$ cat src/rtl/core/sida_pkg.sv
// shared types and constants for the signed integer to decimal text converter
package sida_pkg;

  localparam logic [7:0] CHAR_ZERO  = 8'd48;
  localparam logic [7:0] CHAR_MINUS = 8'd45;
  localparam int unsigned BCD_W     = 4;
  localparam logic [3:0] BCD_ADJ_MIN = 4'd5;
  localparam logic [3:0] BCD_ADJ     = 4'd3;

  typedef enum logic [2:0] {
    ST_IDLE,
    ST_CONVERT,
    ST_LOCATE,
    ST_SIGN,
    ST_DIGITS
  } state_t;

  typedef struct packed {
    logic load;
    logic shift;
    logic locate;
    logic advance;
    logic sel_sign;
  } cmd_t;

  typedef struct packed {
    logic conv_done;
    logic neg;
    logic idx_zero;
  } stat_t;

endpackage

$ cat src/rtl/core/sida_datapath.sv
// datapath: magnitude, iterative double dabble, digit select and character forming
module sida_datapath #(
  parameter int VALUE_WIDTH = 32
) (
  input  logic                          clk,
  input  logic                          rst_n,
  input  logic signed [VALUE_WIDTH-1:0] value,
  input  sida_pkg::cmd_t                cmd,
  output sida_pkg::stat_t               stat,
  output logic [7:0]                    char_code
);

  localparam int NDIG = ((VALUE_WIDTH - 1) * 30103) / 100000 + 1;
  localparam int BCDW = NDIG * sida_pkg::BCD_W;
  localparam int CW   = $clog2(VALUE_WIDTH);
  localparam int IW   = $clog2(NDIG);

  logic [VALUE_WIDTH-1:0] bin_r, bin_nxt;
  logic [BCDW-1:0]        bcd_r, bcd_nxt;
  logic [CW-1:0]          cnt_r, cnt_nxt;
  logic [IW-1:0]          idx_r, idx_nxt;
  logic                   neg_r, neg_nxt;

  logic [VALUE_WIDTH-1:0] mag;
  logic [BCDW-1:0]        bcd_adj;
  logic [IW-1:0]          top;
  logic [3:0]             digit;

  // magnitude as unsigned, so the most negative value maps to 2^(w-1)
  assign mag = value[VALUE_WIDTH-1] ? (~value + 1'b1) : value;

  always_comb begin
    for (int i = 0; i < NDIG; i++) begin
      if (bcd_r[i*4 +: 4] >= sida_pkg::BCD_ADJ_MIN) begin
        bcd_adj[i*4 +: 4] = bcd_r[i*4 +: 4] + sida_pkg::BCD_ADJ;
      end else begin
        bcd_adj[i*4 +: 4] = bcd_r[i*4 +: 4];
      end
    end
  end

  // highest nonzero digit, zero gives the lowest digit
  always_comb begin
    top = '0;
    for (int i = 1; i < NDIG; i++) begin
      if (bcd_r[i*4 +: 4] != 4'd0) begin
        top = IW'(i);
      end
    end
  end

  always_comb begin
    bin_nxt = bin_r;
    bcd_nxt = bcd_r;
    cnt_nxt = cnt_r;
    idx_nxt = idx_r;
    neg_nxt = neg_r;
    if (cmd.load) begin
      bin_nxt = mag;
      bcd_nxt = '0;
      cnt_nxt = '0;
      neg_nxt = value[VALUE_WIDTH-1];
    end else if (cmd.shift) begin
      bcd_nxt = {bcd_adj[BCDW-2:0], bin_r[VALUE_WIDTH-1]};
      bin_nxt = {bin_r[VALUE_WIDTH-2:0], 1'b0};
      cnt_nxt = cnt_r + 1'b1;
    end
    if (cmd.locate) begin
      idx_nxt = top;
    end else if (cmd.advance) begin
      idx_nxt = idx_r - 1'b1;
    end
  end

  always_ff @(posedge clk) begin
    if (!rst_n) begin
      cnt_r <= '0;
      idx_r <= '0;
      neg_r <= 1'b0;
    end else begin
      cnt_r <= cnt_nxt;
      idx_r <= idx_nxt;
      neg_r <= neg_nxt;
    end
  end

  always_ff @(posedge clk) begin
    bin_r <= bin_nxt;
    bcd_r <= bcd_nxt;
  end

  assign digit = bcd_r[idx_r*4 +: 4];

  assign char_code = cmd.sel_sign ? sida_pkg::CHAR_MINUS
                                  : sida_pkg::CHAR_ZERO + {4'd0, digit};

  assign stat.conv_done = (cnt_r == CW'(VALUE_WIDTH - 1));
  assign stat.neg       = neg_r;
  assign stat.idx_zero  = (idx_r == '0);

endmodule

$ cat src/rtl/core/sida_ctrl.sv
// controller state machine sequencing load, conversion, digit search and output
module sida_ctrl (
  input  logic            clk,
  input  logic            rst_n,
  input  logic            in_valid,
  output logic            in_ready,
  output logic            out_valid,
  input  logic            out_ready,
  output logic            out_last,
  input  sida_pkg::stat_t stat,
  output sida_pkg::cmd_t  cmd
);

  sida_pkg::state_t state_r, state_nxt;

  always_comb begin
    state_nxt = state_r;
    case (state_r)
      sida_pkg::ST_IDLE: begin
        if (in_valid) state_nxt = sida_pkg::ST_CONVERT;
      end
      sida_pkg::ST_CONVERT: begin
        if (stat.conv_done) state_nxt = sida_pkg::ST_LOCATE;
      end
      sida_pkg::ST_LOCATE: begin
        state_nxt = stat.neg ? sida_pkg::ST_SIGN : sida_pkg::ST_DIGITS;
      end
      sida_pkg::ST_SIGN: begin
        if (out_ready) state_nxt = sida_pkg::ST_DIGITS;
      end
      sida_pkg::ST_DIGITS: begin
        if (out_ready && stat.idx_zero) state_nxt = sida_pkg::ST_IDLE;
      end
      default: state_nxt = sida_pkg::ST_IDLE;
    endcase
  end

  always_comb begin
    cmd       = '0;
    in_ready  = 1'b0;
    out_valid = 1'b0;
    out_last  = 1'b0;
    case (state_r)
      sida_pkg::ST_IDLE: begin
        in_ready = 1'b1;
        cmd.load = in_valid;
      end
      sida_pkg::ST_CONVERT: begin
        cmd.shift = 1'b1;
      end
      sida_pkg::ST_LOCATE: begin
        cmd.locate = 1'b1;
      end
      sida_pkg::ST_SIGN: begin
        out_valid    = 1'b1;
        cmd.sel_sign = 1'b1;
      end
      sida_pkg::ST_DIGITS: begin
        out_valid   = 1'b1;
        out_last    = stat.idx_zero;
        cmd.advance = out_ready && !stat.idx_zero;
      end
      default: begin
        cmd = '0;
      end
    endcase
  end

  always_ff @(posedge clk) begin
    if (!rst_n) begin
      state_r <= sida_pkg::ST_IDLE;
    end else begin
      state_r <= state_nxt;
    end
  end

endmodule

$ cat src/rtl/core/signed_int_to_decimal_ascii.sv
// top level: signed two's complement integer to decimal ascii character stream
// One request in gives its decimal text out, one character per transfer, most
// significant first, with a leading '-' for negative values, no leading zeros,
// and last set on the final character. A request is loaded, then converted by
// double dabble (the whole value shifted one bit per cycle through the bcd shift
// register), then the leading digit is found, then characters go out one per
// cycle when the output is not stalled. One request is in work at a time;
// in_ready is high only between requests.
module signed_int_to_decimal_ascii #(
  parameter int VALUE_WIDTH = 32
) (
  input  logic                          clk,
  input  logic                          rst_n,
  input  logic                          in_valid,
  output logic                          in_ready,
  input  logic signed [VALUE_WIDTH-1:0] in_value,
  output logic                          out_valid,
  input  logic                          out_ready,
  output logic [7:0]                    out_char_code,
  output logic                          out_last
);

  sida_pkg::cmd_t  cmd;
  sida_pkg::stat_t stat;

  sida_ctrl u_ctrl (
    .clk       (clk),
    .rst_n     (rst_n),
    .in_valid  (in_valid),
    .in_ready  (in_ready),
    .out_valid (out_valid),
    .out_ready (out_ready),
    .out_last  (out_last),
    .stat      (stat),
    .cmd       (cmd)
  );

  sida_datapath #(
    .VALUE_WIDTH (VALUE_WIDTH)
  ) u_datapath (
    .clk       (clk),
    .rst_n     (rst_n),
    .value     (in_value),
    .cmd       (cmd),
    .stat      (stat),
    .char_code (out_char_code)
  );

  a_busy_after_request: assert property (@(posedge clk) disable iff (!rst_n)
    in_valid && in_ready |=> !in_ready && !out_valid)
    else $error("request accepted while conversion still running");

  a_idle_after_last: assert property (@(posedge clk) disable iff (!rst_n)
    out_valid && out_ready && out_last |=> in_ready && !out_valid)
    else $error("converter not idle after final character");

  a_sign_not_last: assert property (@(posedge clk) disable iff (!rst_n)
    out_valid && out_char_code == sida_pkg::CHAR_MINUS |-> !out_last)
    else $error("sign emitted as final character");

  a_char_range: assert property (@(posedge clk) disable iff (!rst_n)
    out_valid && out_char_code != sida_pkg::CHAR_MINUS |->
      out_char_code >= sida_pkg::CHAR_ZERO && out_char_code <= 8'd57)
    else $error("character outside decimal digit range");

endmodule

$ cat config.mk
export PLATFORM = sky130hd
export DESIGN_NAME = signed_int_to_decimal_ascii
export DESIGN_NICKNAME = d
export VERILOG_FILES = /design/src/rtl/core/sida_pkg.sv /design/src/rtl/core/sida_datapath.sv /design/src/rtl/core/sida_ctrl.sv /design/src/rtl/core/signed_int_to_decimal_ascii.sv
export SDC_FILE = /design/constraint.sdc
export NUM_CORES = 1
export LEC_CHECK = 0
export BUFFER_PORTS_ARGS = -buffer_cell sky130_fd_sc_hd__buf_2
export CORE_UTILIZATION = 60
export DETAILED_ROUTE_END_ITERATION = 16
export GPL_ROUTABILITY_DRIVEN = 0
export PLACE_DENSITY = 0.91
export RECOVER_POWER = 50
export SKIP_LAST_GASP = 1
export SLEW_MARGIN = 40
export SYNTH_ARGS = -nofsm -noshare
export SYNTH_HDL_FRONTEND = slang
export SYNTH_SLANG_ARGS = --single-unit
$ cat constraint.sdc
create_clock -name clk -period 2.65 [get_ports clk]
set_input_delay 0.3975 -clock clk [delete_from_list [all_inputs] [get_ports clk]]
set_output_delay 0.3975 -clock clk [all_outputs]
set_load 0.1 [all_outputs]
Word-level counts from Yosys, hierarchy flattened
Cells that the tools add are included.
- input bits: 36
- word-level logic and storage cells: 100
- register bits after elaboration: 85
- bitwise operators: 2
- muxes and demuxes: 39
- $add $sub $neg: 14
- shift operators: 1
- order comparisons: 10
- reductions and logical operators: 19
- eq/ne operators: 9
- operators by type and width (operator ; count):
    32-bit two-way mux ; 3
    4-bit two-way mux ; 13
    4-bit by 3-bit >= comparator with 1-bit output, second input constant ; 10
    40-bit by 7-bit variable part select with 4-bit output ; 1
    4-bit by 2-bit adder with 4-bit output, second input constant ; 9
    4-bit nonzero test ; 9
    32-bit by 1-bit adder with 32-bit output, second input constant ; 1
    32-bit NOT ; 1
    3-bit two-way mux ; 10
    3-bit case mux with 5 select lines ; 1
    1-bit two-way mux ; 9
    8-bit two-way mux ; 1
    6-bit by 4-bit adder with 7-bit output, first input constant ; 1
    3-bit by 2-bit == test with 1-bit output, second input constant ; 2
    2-bit != test, second input constant ; 3
    5-bit by 1-bit adder with 5-bit output, second input constant ; 1
    5-bit == test, second input constant ; 1
    4-bit logical NOT ; 1
    2-bit two-way mux ; 2
    4-bit AND reduction ; 1
    2-bit nonzero test ; 2
    2-bit OR reduction ; 2
    4-bit by 1-bit subtractor with 4-bit output, second input constant ; 1
    3-bit by 2-bit adder with 3-bit output, second input constant ; 1
    7 further kinds ; 8

Longest topological paths before layout
Gate-level depths: netlist (run 1).
- depth in word-level cells: 11
- gate-level depth with buffers: 9

Modules after synthesis
From an unflattened synthesis (run 1), not the netlist that was laid out.
- cells, all modules: 616
- area total of the unflattened synthesis: 5457.7 µm²
- modules (own cells, without submodules) (module ; area an instance (µm²) ; times used ; cells each ; sequential area each (µm²)):
    sida_datapath ; 5185.0 ; 1 ; 577 ; 1961.9
    sida_ctrl ; 272.8 ; 1 ; 39 ; 60.1

Worst setup path after synthesis (run 1)
OpenSTA, ideal clock, no wires.
- kind: register to register
- start point: register u_ctrl.state_r[1]
- end point: register u_datapath.bin_r[0] (enable)
- clock period less this slack: 4629 ps
- arrival time: 4240 ps
- path slack: -1979 ps
- required time: 2261 ps
- cell stages (with the launch flop): 7
- path buffers: 3
- cells stage by stage: dfxtp_1 > clkbuf_1 > nor3_1 > nand2_1 > clkbuf_1 > buf_1 > nand2_1
- cells in the longest elaborated chain, start to end: 3
- RTL lines (what ; line ; RTL):
    from (decl) ; sida_ctrl.sv:14 ; sida_pkg::state_t state_r, state_nxt;
    from (signal assigned) ; sida_ctrl.sv:71 ; state_r <= sida_pkg::ST_IDLE;
    from (signal assigned) ; sida_ctrl.sv:73 ; state_r <= state_nxt;
    3-bit by 1-bit == test with 1-bit output or 3-bit logical NOT (tied branches) ; sida_ctrl.sv:43 ; case (state_r)
    1-bit two-way mux ; sida_ctrl.sv:43 ;
    2-bit nonzero test (no source line) * ; - ;
    to (signal assigned) ; sida_datapath.sv:88 ; bin_r <= bin_nxt;
    to (decl) ; sida_datapath.sv:18 ; logic [VALUE_WIDTH-1:0] bin_r, bin_nxt;
Mark *: on every way between the ends. The rest lies on a longest branch, timed or not.
A chain may end at the register's enable or synchronous reset.

Final worst setup path (run 1)
- start point: register u_datapath.idx_r[1]
- end point: output port out_char_code[1]
- cells in the longest elaborated chain, start to end: 3
- RTL lines (what ; line ; RTL):
    from (decl) ; sida_datapath.sv:21 ; logic [IW-1:0] idx_r, idx_nxt;
    from (signal assigned) ; sida_datapath.sv:82 ; idx_r <= idx_nxt;
    40-bit by 7-bit variable part select with 4-bit output ; sida_datapath.sv:92 ; assign digit = bcd_r[idx_r*4 +: 4];
    6-bit by 4-bit adder with 7-bit output ; sida_datapath.sv:95 ; : sida_pkg::CHAR_ZERO + {4'd0, digit};
    8-bit two-way mux ; sida_datapath.sv:94 ; assign char_code = cmd.sel_sign ? sida_pkg::CHAR_MINUS
    to (decl) ; signed_int_to_decimal_ascii.sv:19 ; output logic [7:0] out_char_code,
No other way between the ends.

==> results.json, run 1 <==
{
  "htreeDepth": 3,
  "postRouteAntennaNets": 0,
  "rsz0062_at_grt": "no",
  "p_comb_share_pct": 22.2,
  "wire_per_inst_um": 15.5,
  "ys.warnings.count": 0,
  "r2r-end": "u_datapath.bin_r[2]",
  "grt_max_degree": 47,
  "ys_seq_elements": 85,
  "core_area_um2": 8680,
  "num_rows": 34,
  "cts_tree": "done",
  "synth_cell_types": 56,
  "clkTransAtPathRegs_ns": 0.09,
  "finalHoldViolCount": 0,
  "hpwlAfterDp_mm": 8.55,
  "p_clk_share_pct": 28.1,
  "switchingPower_uw": 1080,
  "drtIter0Drc": 250,
  "final_common_cell": "nand2_1",
  "fin_nets": 713,
  "maxSlewHeadroom_pct": 23.3,
  "syn-instance-count": 623,
  "boundaryPins": 47,
  "final_cell_mix": "77 x nand2_1, 72 x o21ai_0, 53 x a21oi_1",
  "grtUsageTotal_pct": 27.5,
  "seq_power_share_pct": 49.8,
  "slew_violations": 0,
  "switching_share_pct": 32.7,
  "start_util_pct": 61.6,
  "r2r.worst_path.cells": 4,
  "grt_pass1_vias": 4541,
  "setup_viol": 0,
  "clk_latency_ns": 0.37,
  "syn_avg_cell_area_um2": 8.58,
  "cp-start-kind": "flip-flop",
  "final_area_um2": 5890,
  "vias": 4633,
  "cts_buffer_depth": 2,
  "synth_flop_cell": "dfxtp_1",
  "die_h_um": 96.4,
  "hp-class": "in -> reg",
  "powerDensity_nw_per_um2": 558,
  "leakagePower_uw": 0.00221,
  "hold_slack_ns": 0.361,
  "die_area_um2": 9290,
  "viasPerCell": 6.05,
  "status": "finished, final reports clean",
  "async_flop_share_pct": 0,
  "hold-path-endpoint": "u_datapath.idx_r[3]",
  "timing.fmax_mhz": 397,
  "period_share_pct": 95.1,
  "cp.required_ns": 2.25,
  "endpoint_kind": "output pin",
  "firstDrtPassIters": 5,
  "antenna_cells": 0,
  "min_period_ns": 2.52,
  "critPathKind": "reg -> out",
  "clock-sinks": 85,
  "worst_pin_slew_ns": 1.16,
  "cts_root_buffer": "clkbuf_8",
  "die_x_um": 96.4,
  "grt_pass1_wl_mm": 19.9,
  "area_growth_pct": 10.3,
  "timing.rr.start": "u_ctrl.state_r[1]",
  "worst_ep_arrival_time_ns": 2.12,
  "hold_buffers": 0,
  "holdCritStartpoint": "rst_n",
  "intPower_uw": 2210,
  "drt-total-wl_mm": 11.9,
  "critPathMaxFanout": 11,
  "antenna_found_initial": 0,
  "reg2reg_slack_ns": 0.24,
  "drc": 0,
  "synth_area_um2": 5350,
  "peakVddDrop_uv": 304,
  "layout-drive-gt1-share_pct": 14.7,
  "yosysSeqAreaShare_pct": 37.8,
  "hold_depth": 3,
  "synth_edf_count": 32,
  "portBuffers": 43,
  "skew_ns": 0.0109,
  "maxCapViolCount": 0,
  "place_area_um2": 5720,
  "cts_buffers": 9,
  "gr-total-overflow": 0
}
-- how the worst max path moves through the flow --
stage | from | end | slack, ns | cells after the start
2_1_floorplan | u_ctrl.state_r[2] | out_valid | -0.1 | 4
3_5_place_dp | u_datapath.idx_r[0] | u_datapath.idx_r[1] | 0.16 | 7
5_1_grt | u_datapath.idx_r[3] | out_char_code[1] | 0.05 | 4
3_3_place_gp | u_datapath.idx_r[0] | u_datapath.idx_r[1] | 0.26 | 7
4_1_cts | u_datapath.idx_r[0] | out_char_code[1] | 0.05 | 5
6_report | u_datapath.idx_r[1] | out_char_code[1] | 0.13 | 5
-- critical path: stages, from the launching register on --
cell and delay (ns):
dfxtp_1 0.61, mux4_2 0.39, mux2i_1 0.18, o22ai_1 0.10, and2_2 0.20, buf_2 0.28
-- final cells by class --
type	count	area, µm²
inverter	33	128
timing repair buffer	54	297
fill	674	2790
sequential	85	2030
tap	108	135
clock inverter	6	62.6
clock buffer	10	128
multi-input combinational	470	3120
-- timing repair --
item	in CTS	in global routing
pin swaps	0	1
resized for setup	1	1
setup buffers	0	1
endpoints found under the setup margin	4	4
-- cell families (layout without fill, tap and decap cells) --
family / count (synthesis) / in the layout / share of synthesized area [%]
AOI/OAI and AO/OA: 170 / 170 / 19.4
muxes: 19 / 19 / 5.43
and+or+nand+nor: 211 / 211 / 19.3
DFF: 85 / 85 / 37.8
buffers and inverters: 69 / 103 / 5.27
adders and majority gates: 24 / 24 / 5.62
other: 2 / 3 / 0.141
xor gates and xnor gates: 43 / 43 / 7.05
-- synth_stat cells (all sizes together), types with 5 or more instances --
cell    number  share of area, %
edfxtp      32                18
o31ai       12               1.7
buf         14               1.4
nand2       78               5.5
ha          24               5.6
inv         33               2.3
o21ai       75               7.0
xnor2       12               2.0
nor3b       12               1.8
mux4         8               3.4
mux2i       11               2.1
o41ai        9               2.5
nand4        5              0.82
nand2b      13               1.5
dfxtp       53                20
nor2        39               2.7
a21oi       53               5.0
nand3       31               2.9
clkbuf      22               1.5
xor2        31               5.1
nor3         7              0.66
-- metal layers --
metal  routed length, µm  part of all wire, %  up-vias  global-route usage [%]
met3                 544                  4.6       24                    3.91
met5                   0                    0        -                       0
met2                6180                   52      147                    48.8
met1                4960                   42     2191                    32.8
met4                 217                  1.8        0                    13.1
li1                    -                    -     2271                       -
-- sequential cells by signal, summed over array words and instances (netlist names) --
name and flops:
u_datapath.idx_r 4, u_ctrl.state_r 3, u_datapath.cnt_r 5, u_datapath.bcd_r 40, u_datapath.neg_r 1, u_datapath.bin_r 32
-- metrics by stage --
| step | std cells | util, % | worst slack (ns) | power [µW] | TNS [ns] |
|---|---|---|---|---|---|
| 5_1_grt | 766 | 67.9 | 0.0487 | 3430 | 0 |
| 3_5_place_dp | 749 | 65.9 | 0.161 | 2400 | 0 |
| 3_3_place_gp | 749 | 65.9 | 0.256 | 2360 | 0 |
| 6_report | 766 | 67.9 | 0.130 | 3290 | 0 |
| 4_1_cts | 765 | 68.1 | 0.0478 | 3310 | 0 |
| 2_1_floorplan | 624 | - | -0.0966 | 2200 | -0.128 |
-- power by group through the flow --
stage	Sequential, µW	Combinational [µW]	Clock [µW]
3_5_place_dp	1670	736	0
3_3_place_gp	1660	703	0
2_1_floorplan	1630	568	0
6_report	1640	729	923
5_1_grt	1650	808	976
4_1_cts	1640	741	934
(Power assumes the default switching activity.)
==> run 2, diff against run 1 <==
Settings changed: SYNTH_HIERARCHICAL from default to 1.
==> run 2 against run 1 <==
Compared with the run above: clock skew rose by 0.0025 ns; wire length down 3.0%; non-clock buffer count down 4; count of clock-buffer cells in the layout did not move; global-route usage is 1.9 points lower; sequential share of layout area is 0.079 points lower; total power is 38% higher; fmax about the same; utilization down 0.59 points; hold slack improved by 0.0069 ns; final area up 0.11%; critical path type unchanged; largest cell class unchanged; largest power group unchanged; highest routed layer unchanged.
==> results.json, run 2 <==
{
  "top_regs": "u_datapath/bcd_r x40, u_datapath/bin_r x32, u_datapath/cnt_r x5",
  "n_fill_cell": 662,
  "endpoint_kind": "output pin",
  "critPathMaxFanout": 7,
  "postRouteAntennaNets": 0,
  "synth_area_um2": 5460,
  "slowest_stage": "mux4_2",
  "final_cell_mix": "65 x a21oi_1, 60 x nor2_1, 51 x dfxtp_1",
  "finalHoldViolCount": 0,
  "maxCapViolCount": 0,
  "drt-total-wl_mm": 11.5,
  "portBuffers": 43,
  "r2r-end": "u_datapath/bin_r[29]",
  "timing.rr.start": "u_ctrl/state_r[2]",
  "critPathKind": "reg -> out",
  "hp-class": "in -> reg",
  "yosysSeqAreaShare_pct": 37.0,
  "worst_ep_arrival_time_ns": 2.12,
  "htreeDepth": 3,
  "path_depth": 6,
  "crit_buf_inv": 1,
  "crit_end": "out_char_code[1]",
  "powerDensity_nw_per_um2": 770,
  "ctsResizeCount": 1,
  "start_util_pct": 62.3,
  "cp_cell_sequence": "mux4_2, mux2i_1, nor2_1, a31oi_1, nor2_2, buf_2",
  "holdCritStartpoint": "rst_n",
  "largest_register_ffs": 40,
  "layout-drive-gt1-share_pct": 14.6,
  "syn_avg_cell_area_um2": 8.86,
  "die_h_um": 97.4,
  "maxSlewHeadroom_pct": 23.6,
  "firstDrtPassIters": 5,
  "clkTransAtPathRegs_ns": 0.09,
  "antenna_found_initial": 0,
  "die_x_um": 97.4,
  "period_share_pct": 95.2,
  "r2r.worst_path.cells": 5,
  "grtUsageTotal_pct": 25.7,
  "crit_start": "u_datapath/idx_r[0]",
  "status": "finished, final reports clean",
  "grt_pass1_wl_mm": 20.0,
  "cts_setup_buffers": 0,
  "rsz0062_at_grt": "no",
  "peakVddDrop_uv": 561,
  "cp-start-kind": "flip-flop",
  "hpwlAfterDp_mm": 8.13,
  "cts_tree": "done",
  "timing.fmax_mhz": 397,
  "synth_flop_cell": "dfxtp_1",
  "core_area_um2": 8760,
  "ys.warnings.count": 6,
  "hold_slack_ns": 0.368,
  "slew_violations": 0,
  "dp_cells": 741,
  "drtIter0Drc": 439,
  "yosys.cell_count.top_type": "a21oi_1",
  "final_cells": 757,
  "area_growth_pct": 8.09,
  "cts_buffers": 9,
  "synth_area_leaders": "dfxtp_1 19%, edfxtp_1 18%, a21oi_1 6.0%",
  "synth_commonest_cells": "65 x a21oi_1, 61 x nor2_1, 53 x dfxtp_1, 39 x nand2_1, 34 x o21ai_0",
  "skew_ns": 0.0134,
  "clk_latency_ns": 0.36,
  "post-route-util_pct": 67.3,
  "clock-sinks": 85,
  "ys_seq_elements": 85,
  "worst_pin_slew_ns": 1.15,
  "top_register": "u_datapath/bcd_r",
  "leakagePower_uw": 0.00224,
  "viasPerCell": 6.08,
  "grt_max_degree": 74,
  "synth_top_cell_by_area": "dfxtp_1",
  "cts_root_buffer": "clkbuf_8",
  "num_rows": 34,
  "synth_cell_types": 55,
  "synth_edf_count": 32,
  "vias": 4602,
  "drc": 0,
  "worst_path_dominant_cell_family": "multiplexers",
  "async_flop_share_pct": 0,
  "syn-instance-count": 616,
  "place_ws_ns": 0.227,
  "grt_pass1_vias": 4523,
  "setup_viol": 0,
  "die_area_um2": 9480,
  "cp.required_ns": 2.25,
  "cts_buffer_depth": 2,
  "boundaryPins": 47,
  "netlist.area_leader.share_pct": 19.4,
  "min_period_ns": 2.52,
  "slowest_delay_ns": 0.52,
  "final_common_cell": "a21oi_1",
  "fin_nets": 704,
  "gr-total-overflow": 0,
  "wire_per_inst_um": 15.3,
  "reg2reg_slack_ns": 0.24,
  "worst_slack_ns": 0.128,
  "antenna_cells": 0,
  "hold_buffers": 0
}
-- run 2: cell count changes after synthesis, moves of 7 or more --
cell | before | now
a21o_1 | 0 | 9
a21oi_1 | 53 | 65
mux2i_1 | 11 | 23
nand2_1 | 78 | 39
nand2b_1 | 13 | 30
nand3_1 | 31 | 20
nor2_1 | 39 | 61
nor3b_1 | 11 | 4
o211ai_1 | 0 | 10
o21ai_0 | 71 | 34
xnor2_1 | 12 | 23
-- run 2: layer usage --
layer | share of wire, % | vias to the layer above | GRT usage (%) | wire, µm
li1 | - | 2250 | - | -
met1 | 43 | 2152 | 31.5 | 4940
met2 | 49 | 173 | 43.1 | 5660
met3 | 6.3 | 27 | 6.04 | 723
met4 | 2.0 | 0 | 11.0 | 230
met5 | 0 | - | 0 | 0
-- run 2: report_power, final --
| group | internal (µW) | total, µW | switching [µW] | leakage [µW] |
|---|---|---|---|---|
| sequential | 1820 | 2000 | 184 | 0.000737 |
| clock | 352 | 855 | 502 | 0.0000871 |
| combinational | 537 | 1680 | 1150 | 0.00142 |
-- run 2: stage by stage --
stage          instance area, µm²  setup TNS (ns)  power (µW)
4_1_cts                      5920               0        4580
3_5_place_dp                 5750               0        3730
6_report                     5900               0        4540
5_1_grt                      5900               0        4820
3_3_place_gp                 5750               0        3660
2_1_floorplan                5480        -0.00744        3380
-- run 2: worst min path at each step --
stage / to / slack [ns] / depth (start not counted)
2_1_floorplan: u_datapath/neg_r / 0.44 / 2
3_3_place_gp: u_datapath/bcd_r[0] / 0.46 / 2
3_5_place_dp: u_datapath/bcd_r[0] / 0.48 / 2
4_1_cts: u_datapath/idx_r[2] / 0.35 / 3
5_1_grt: u_ctrl/state_r[1] / 0.36 / 3
6_report: u_datapath/idx_r[2] / 0.37 / 3
-- run 2: final cells by class --
class	count	area (µm²)	area share, %
Clock inverter	6	45.0	0.764
Inverter	33	124	2.10
Timing Repair Buffer	50	267	4.52
Clock buffer	10	129	2.18
Tap cell	108	135	2.29
Multi-Input combinational cell	465	3180	53.8
Sequential cell	85	2020	34.3
-- run 2: worst reg2reg max path: cells and delay by family, from the launching register on --
kind,cells,cell delay [ns]
AO/OA/AOI/OAI,1,0.17
buffers and inverters,1,0.67
flip-flops,1,0.44
AND/OR/NAND/NOR,3,0.92
-- run 2: kinds of logic after synthesis --
logic type      synth area share (%)
flops                           37.0
xor+xnor                        8.02
mux                             7.93
fa+ha+maj                       5.50
simple gates                    18.7
buf+inv                         5.11
other cells                    0.138
compound gates                  17.5
